<file path="src/i2cm_pkg.sv">
`default_nettype none

package i2cm_pkg;

    localparam int unsigned TDATA_W = 16;
    localparam logic [7:0]  MSB_MASK = 8'h80;

    typedef enum logic [2:0] {
        ACT_START    = 3'd0,
        ACT_STOP     = 3'd1,
        ACT_WRITE    = 3'd2,
        ACT_READ     = 3'd3,
        ACT_SEND_ACK = 3'd4,
        ACT_READ_ACK = 3'd5,
        ACT_TICK     = 3'd6
    } act_t;

    typedef enum logic [2:0] {
        OP_IDLE     = 3'd0,
        OP_START    = 3'd1,
        OP_STOP     = 3'd2,
        OP_WRITE    = 3'd3,
        OP_READ     = 3'd4,
        OP_SEND_ACK = 3'd5,
        OP_READ_ACK = 3'd6
    } op_t;

    typedef struct packed {
        logic [2:0] action;
        logic [7:0] tx_byte;
        logic       ack_bit;
        logic       sda_level;
    } req_t;

    typedef struct packed {
        logic       scl_level;
        logic       sda_drive;
        op_t        current_op;
        logic [4:0] step_index;
        logic [7:0] tx_shift;
        logic [7:0] rx_shift;
        logic [7:0] hold_count;
    } state_t;

    typedef struct packed {
        logic       rejected;
        logic       ack_in;
        logic [7:0] rx_byte;
        logic       done_res;
        logic       busy_res;
        logic       sda_out;
        logic       scl_out;
    } res_t;

    localparam state_t STATE_RESET = '{
        scl_level:  1'b1,
        sda_drive:  1'b1,
        current_op: OP_IDLE,
        step_index: 5'd0,
        tx_shift:   8'd0,
        rx_shift:   8'd0,
        hold_count: 8'd0
    };

    function automatic logic [4:0] op_length(input op_t op);
        logic [4:0] len;
        unique case (op)
            OP_START:    len = 5'd4;
            OP_STOP:     len = 5'd3;
            OP_WRITE:    len = 5'd24;
            OP_READ:     len = 5'd17;
            OP_SEND_ACK: len = 5'd3;
            OP_READ_ACK: len = 5'd3;
            default:     len = 5'd0;
        endcase
        return len;
    endfunction

endpackage

`default_nettype wire

</file>
<file path="src/i2cm_step.sv">
`default_nettype none

module i2cm_step (
    input  var i2cm_pkg::state_t cur,
    input  var i2cm_pkg::req_t   req,
    input  wire logic [7:0]      hold_ticks,
    output i2cm_pkg::state_t     nxt,
    output i2cm_pkg::res_t       res
);
    import i2cm_pkg::*;

    logic [8:0] idx_prod;
    logic [2:0] bit_idx;
    logic [1:0] phase;
    logic [4:0] step_inc;
    logic       check;
    logic       busy;

    // k / 3 as (k * 11) >> 5, exact for the step range
    assign idx_prod = {4'd0, cur.step_index} * 9'd11;
    assign bit_idx  = idx_prod[7:5];
    assign phase    = 2'(cur.step_index - ({2'd0, bit_idx} * 5'd3));
    assign step_inc = cur.step_index + 5'd1;
    assign busy     = (cur.current_op != OP_IDLE);

    always_comb begin
        nxt          = cur;
        check        = 1'b0;
        res.rejected = 1'b0;
        res.done_res = 1'b0;
        res.rx_byte  = 8'd0;
        res.ack_in   = 1'b0;
        unique case (act_t'(req.action))
            ACT_START, ACT_STOP, ACT_WRITE, ACT_READ, ACT_SEND_ACK, ACT_READ_ACK: begin
                if (busy) begin
                    res.rejected = 1'b1;
                end else begin
                    nxt.current_op = op_t'(3'(req.action + 3'd1));
                    nxt.step_index = 5'd0;
                    nxt.hold_count = 8'd0;
                    nxt.rx_shift   = 8'd0;
                    nxt.tx_shift   = (act_t'(req.action) == ACT_SEND_ACK)
                                   ? {7'd0, req.ack_bit} : req.tx_byte;
                end
            end
            ACT_TICK: begin
                if (busy) begin
                    if (cur.hold_count != 8'd0) begin
                        nxt.hold_count = cur.hold_count - 8'd1;
                        check          = (cur.hold_count == 8'd1);
                    end else begin
                        nxt.step_index = step_inc;
                        nxt.hold_count = hold_ticks;
                        check          = (hold_ticks == 8'd0);
                        unique case (cur.current_op)
                            OP_START: begin
                                unique case (cur.step_index)
                                    5'd0:    nxt.sda_drive = 1'b1;
                                    5'd1:    nxt.scl_level = 1'b1;
                                    5'd2:    nxt.sda_drive = 1'b0;
                                    default: nxt.scl_level = 1'b0;
                                endcase
                            end
                            OP_STOP: begin
                                unique case (cur.step_index)
                                    5'd0:    nxt.sda_drive = 1'b0;
                                    5'd1:    nxt.scl_level = 1'b1;
                                    default: nxt.sda_drive = 1'b1;
                                endcase
                            end
                            OP_WRITE: begin
                                unique case (phase)
                                    2'd0:    nxt.sda_drive = |(cur.tx_shift &
                                                               (MSB_MASK >> bit_idx));
                                    2'd1:    nxt.scl_level = 1'b1;
                                    default: nxt.scl_level = 1'b0;
                                endcase
                            end
                            OP_READ: begin
                                if (cur.step_index == 5'd0) begin
                                    nxt.sda_drive = 1'b1;
                                end else if (cur.step_index[0]) begin
                                    nxt.scl_level = 1'b1;
                                end else begin
                                    nxt.rx_shift  = {cur.rx_shift[6:0], req.sda_level};
                                    nxt.scl_level = 1'b0;
                                end
                            end
                            OP_SEND_ACK: begin
                                unique case (cur.step_index)
                                    5'd0:    nxt.sda_drive = cur.tx_shift[0];
                                    5'd1:    nxt.scl_level = 1'b1;
                                    default: nxt.scl_level = 1'b0;
                                endcase
                            end
                            OP_READ_ACK: begin
                                unique case (cur.step_index)
                                    5'd0: nxt.sda_drive = 1'b1;
                                    5'd1: nxt.scl_level = 1'b1;
                                    default: begin
                                        nxt.rx_shift  = {7'd0, req.sda_level};
                                        nxt.scl_level = 1'b0;
                                    end
                                endcase
                            end
                            default: ;
                        endcase
                    end
                    if (check && (nxt.step_index >= op_length(cur.current_op))) begin
                        res.done_res = 1'b1;
                        if (cur.current_op == OP_READ) begin
                            res.rx_byte = nxt.rx_shift;
                        end
                        if (cur.current_op == OP_READ_ACK) begin
                            res.ack_in = nxt.rx_shift[0];
                        end
                        nxt.current_op = OP_IDLE;
                    end
                end
            end
            default: ;
        endcase
        res.scl_out  = nxt.scl_level;
        res.sda_out  = nxt.sda_drive;
        res.busy_res = (nxt.current_op != OP_IDLE);
    end

endmodule

`default_nettype wire

</file>
<file path="src/i2c_master_byte_engine.sv">
// I2C master byte engine. Command requests (start, stop, write byte, read byte,
// send ack, read ack) load an operation while idle; tick requests then perform
// one SCL/SDA pin write each, followed by hold_ticks held ticks, and every
// request returns one result with the pin drive levels (1 = released). A
// request accepted at one edge is registered, then stepped through the
// controller state once the output register is empty or m_tready is high;
// its result and the new state are registered at that edge. The block takes
// one request per cycle whenever m_tready is high; the combinational state
// update is what sets that rate.
// A command while busy is dropped and flagged as rejected. hold_ticks may be
// written over cfg_* only while no request is in flight.
`default_nettype none

module i2c_master_byte_engine (
    input  wire logic                           aclk,
    input  wire logic                           aresetn,
    input  wire logic                           s_tvalid,
    output logic                                s_tready,
    // [2:0] action, [10:3] tx_byte, [11] ack_bit, [12] sda_level
    input  wire logic [i2cm_pkg::TDATA_W-1:0]   s_tdata,
    output logic                                m_tvalid,
    input  wire logic                           m_tready,
    // [0] scl_out, [1] sda_out, [2] busy_res, [3] done_res, [11:4] rx_byte,
    // [12] ack_in, [13] rejected
    output logic [i2cm_pkg::TDATA_W-1:0]        m_tdata,
    input  wire logic                           cfg_valid,
    output logic                                cfg_ready,
    input  wire logic [7:0]                     cfg_data
);
    import i2cm_pkg::*;

    logic       in_valid_reg;
    req_t       in_req_reg;
    state_t     state_reg;
    state_t     state_next;
    res_t       res_next;
    logic       out_valid_reg;
    res_t       out_res_reg;
    logic [7:0] hold_ticks_reg;
    logic       advance;
    req_t       s_req;

    assign s_req.action    = s_tdata[2:0];
    assign s_req.tx_byte   = s_tdata[10:3];
    assign s_req.ack_bit   = s_tdata[11];
    assign s_req.sda_level = s_tdata[12];

    assign advance   = in_valid_reg && (!out_valid_reg || m_tready);
    assign s_tready  = !in_valid_reg || advance;
    assign cfg_ready = 1'b1;
    assign m_tvalid  = out_valid_reg;
    assign m_tdata   = {2'd0, out_res_reg.rejected, out_res_reg.ack_in,
                        out_res_reg.rx_byte, out_res_reg.done_res,
                        out_res_reg.busy_res, out_res_reg.sda_out, out_res_reg.scl_out};

    i2cm_step u_step (
        .cur        (state_reg),
        .req        (in_req_reg),
        .hold_ticks (hold_ticks_reg),
        .nxt        (state_next),
        .res        (res_next)
    );

    always_ff @(posedge aclk) begin
        if (!aresetn) begin
            in_valid_reg   <= 1'b0;
            out_valid_reg  <= 1'b0;
            state_reg      <= STATE_RESET;
            hold_ticks_reg <= 8'd0;
        end else begin
            if (s_tvalid && s_tready) begin
                in_valid_reg <= 1'b1;
            end else if (advance) begin
                in_valid_reg <= 1'b0;
            end
            if (advance) begin
                out_valid_reg <= 1'b1;
                state_reg     <= state_next;
            end else if (m_tready) begin
                out_valid_reg <= 1'b0;
            end
            if (cfg_valid && cfg_ready) begin
                hold_ticks_reg <= cfg_data;
            end
        end
    end

    always_ff @(posedge aclk) begin
        if (s_tvalid && s_tready) begin
            in_req_reg <= s_req;
        end
        if (advance) begin
            out_res_reg <= res_next;
        end
    end

endmodule

`default_nettype wire

</file>
<file path="config.mk">
export PLATFORM = sky130hd
export DESIGN_NAME = i2c_master_byte_engine
export DESIGN_NICKNAME = d
export VERILOG_FILES = /design/src/i2cm_pkg.sv /design/src/i2cm_step.sv /design/src/i2c_master_byte_engine.sv
export SDC_FILE = /design/constraint.sdc
export NUM_CORES = 1
export LEC_CHECK = 0
export ABC_AREA = 0
export BUFFER_PORTS_ARGS = -buffer_cell sky130_fd_sc_hd__buf_2
export CORE_ASPECT_RATIO = 0.8
export CORE_MARGIN = 2
export CORE_UTILIZATION = 40
export CTS_CLUSTER_SIZE = 14
export DETAILED_ROUTE_END_ITERATION = 16
export PLACE_DENSITY_LB_ADDON = 0.3
export SLEW_MARGIN = 15
export SYNTH_ARGS = -nofsm -noshare
export SYNTH_HDL_FRONTEND = slang
export SYNTH_SLANG_ARGS = --single-unit
export TNS_END_PERCENT = 10
</file>
<file path="constraint.sdc">
create_clock -name aclk -period 6.9 [get_ports aclk]
set_input_delay 1.035 -clock aclk [delete_from_list [all_inputs] [get_ports aclk]]
set_output_delay 1.035 -clock aclk [all_outputs]
set_load 0.005 [all_outputs]
</file>
==> flow_metrics.env <==
export IMPL_async_flop_share_pct=0
export IMPL_cts_resized=0
export IMPL_layout_common_cells="57 x nor2_1, 44 x dfxtp_1, 41 x buf_2"
export IMPL_synth_seq_cells=71
export IMPL_power_leakage_uw=0.00187
export IMPL_worstPathArrival_ns=4.64
export IMPL_ys_types=66
export IMPL_h_tree_depth=3
export IMPL_n_fill_cell=1004
export IMPL_routed_wirelength_mm=9.19
export IMPL_holdBufCountCts=0
export IMPL_sw_frac_of_total_pct=23.7
export IMPL_wl_per_cell_um=14.7
export IMPL_final_max_slew_viol_count=0
export IMPL_postSynthAreaPerCell_um2=9.08
export IMPL_clockBufferDepth=2
export IMPL_cts_buffers=9
export IMPL_io_buffer_count=41
export IMPL_path_class="reg -> reg"
export IMPL_cp_required_ns=6.98
export IMPL_clk_latency_ns=0.33
export IMPL_grt_max_degree=37
export IMPL_start_util_pct=40.6
export IMPL_p_int_uw=760
export IMPL_die_width_um=117
export IMPL_clkTransAtPathRegs_ns=0.06
export IMPL_yosysWarningCount=0
export IMPL_stdcell_area_mm2=0.00469
export IMPL_dp_hpwl_mm=6.86
export IMPL_cts_tree="yes"
export IMPL_rrSetupSlack_ns=2.35
export IMPL_track_usage_pct=17.3
export IMPL_finalSetupTns_ns=0
export IMPL_postCtsSetupBuffers=0
export IMPL_num_rows=33
export IMPL_worst_slack_ns=2.35
export IMPL_period_minus_slack_ns=4.55
export IMPL_end_kind="flop"
export IMPL_p_clk_share_pct=44.8
export IMPL_peakVddDrop_uv=158
export IMPL_fmax_mhz=220
export IMPL_synth_seq_area_share_pct=41.1
export IMPL_grt_pass1_wl_mm=15.3
export IMPL_setup_viol=0
export IMPL_p_sw_uw=236
export IMPL_slew_headroom_pct=30.0
export IMPL_ys_top_cells_by_area="dfxtp_1 21%, edfxtp_1 20%, ha_1 9.4%, nor2_1 5.2%, a21oi_1 3.8%"
export IMPL_nets=543
export IMPL_synth_main_ff_cell="dfxtp_1"
export IMPL_core_area_mm2=0.0102
export IMPL_drt_iter0_markers=250
export IMPL_die_y_um=94.8
export IMPL_hold_viol=0
export IMPL_largest_reg_flops=34
export IMPL_drive_gt1_share_pct=14.2
export IMPL_rsz0062_at_grt="false"
export IMPL_cp_start_kind="flop"
export IMPL_grt_pass1_vias=3217
export IMPL_vias=3424
export IMPL_num_io_pins=48
export IMPL_gr_total_overflow=0
export IMPL_reg2reg_depth=16
export IMPL_die_area_mm2=0.0111
export IMPL_p_per_area_mw_per_mm2=213
export IMPL_period_share_pct=66.0
export IMPL_p_seq_share_pct=46.5
export IMPL_seq_area_mm2=0.00169
export IMPL_vias_per_cell=5.46
export IMPL_critical_path_max_fanout=11
export IMPL_holdPathStages=2
export IMPL_multi_input_area_mm2=0.00223
export IMPL_cts_root_buf="clkbuf_16"
export IMPL_gp_congestion=0.880
export IMPL_pwr_share_comb_pct=8.7
export IMPL_skew_ns=0.0117
export IMPL_ant_nets=0
export IMPL_cap_violations=0
export IMPL_clock_sinks=71
export IMPL_hp_class="reg -> reg"
export IMPL_num_antenna_cells=0
export IMPL_layout_commonest_cell="nor2_1"
export IMPL_grt_antenna_before_repair=0
export IMPL_place_ws_ns=2.39
export IMPL_drc_errors=0
export IMPL_area_delta_synth_final_pct=13.7
export IMPL_synth_largest_area_cell="dfxtp_1"
export IMPL_synth_edf_count=27
export IMPL_synthCells=454
export IMPL_outcome="completed"
export IMPL_drt_first_pass_iters=5
export IMPL_worst_slew_pin_slew_ns=1.04
export IMPL_synth_area_mm2=0.00412
export IMPL_yosysTopAreaCellShare_pct=21.4
export IMPL_post_dp_cell_area_mm2=0.00440
[final timing paths]
| path | start | end |
|---|---|---|
| worst max-delay path | state_reg[27] | m_tdata[0] |
| worst min-delay path | state_reg[18] | state_reg[18] |
| worst max register to register | state_reg[27] | m_tdata[0] |
| worst min register to register | state_reg[18] | state_reg[18] |
[worst max-delay path, stage by stage, from the launching register on]
cell	delay, ns
dfxtp_1	0.56
ha_1	0.33
fa_1	0.48
ha_1	0.33
a21oi_1	0.28
nand2_1	0.26
xnor2_1	0.33
inv_1	0.08
ha_1	0.30
inv_1	0.04
ha_1	0.28
xor2_1	0.19
nor2_1	0.12
nor3_1	0.06
a221oi_1	0.23
o41ai_1	0.14
mux2_2	0.29
[synthesized netlist by cell type (all sizes together), types with 5 or more instances]
cell / n
nor2b: 6
nand3: 12
buf: 12
or3: 5
inv: 20
and2: 5
a31oi: 5
dfxtp: 44
nor3: 11
a21oi: 31
ha: 31
edfxtp: 27
xnor2: 10
nor4: 5
mux2i: 14
nor2: 58
o21ai: 18
a22oi: 16
nand2: 38
clkbuf: 15
[power groups by stage]
stage / Sequential, µW / Combinational [µW] / Clock, µW
global route: 465 / 96.7 / 474
floorplan: 467 / 60.5 / 0
detailed placement: 472 / 85.0 / 0
global placement: 472 / 83.2 / 0
finish: 464 / 86.4 / 446
CTS: 463 / 85.5 / 455
[final cells by class]
| type | count | area share, % |
|---|---|---|
| clock buffers | 9 | 4.81 |
| clock inverters | 7 | 1.36 |
| inverters | 20 | 1.60 |
| multi-input cells | 337 | 47.7 |
| flip-flops and latches | 71 | 36.1 |
| well taps | 140 | 3.74 |
| repair buffers | 43 | 4.70 |
[metrics by stage]
stage | power [µW] | std cells | util [%] | hold WS, ns
6_report | 996 | 627 | 46.1 | 0.453
5_1_grt | 1040 | 627 | 46.1 | 0.481
4_1_cts | 1000 | 627 | 46.1 | 0.455
3_5_place_dp | 557 | 611 | 43.3 | 0.449
3_3_place_gp | 555 | 611 | 43.3 | 0.444
2_1_floorplan | 528 | 455 | - | 0.431
[metal layers]
layer | part of all wire, % | track usage, %
met1 | 50 | 24.4
met2 | 42 | 26.2
met3 | 6.8 | 4.41
met4 | 1.1 | 4.92
met5 | 0 | 0
[cell families (layout without fill, tap and decap cells)]
logic type      count (synthesis)  after routing  share of synthesized area (%)
compound gates                110            110                           18.0
xor+xnor                       12             12                           2.55
fa+ha+maj                      32             32                           9.90
buf+inv                        47             79                           4.80
flops                          71             71                           41.1
mux                            15             15                           3.67
other cells                     2              3                          0.182
simple gates                  165            165                           19.9
Note: power is estimated with default switching activity, not from simulation.
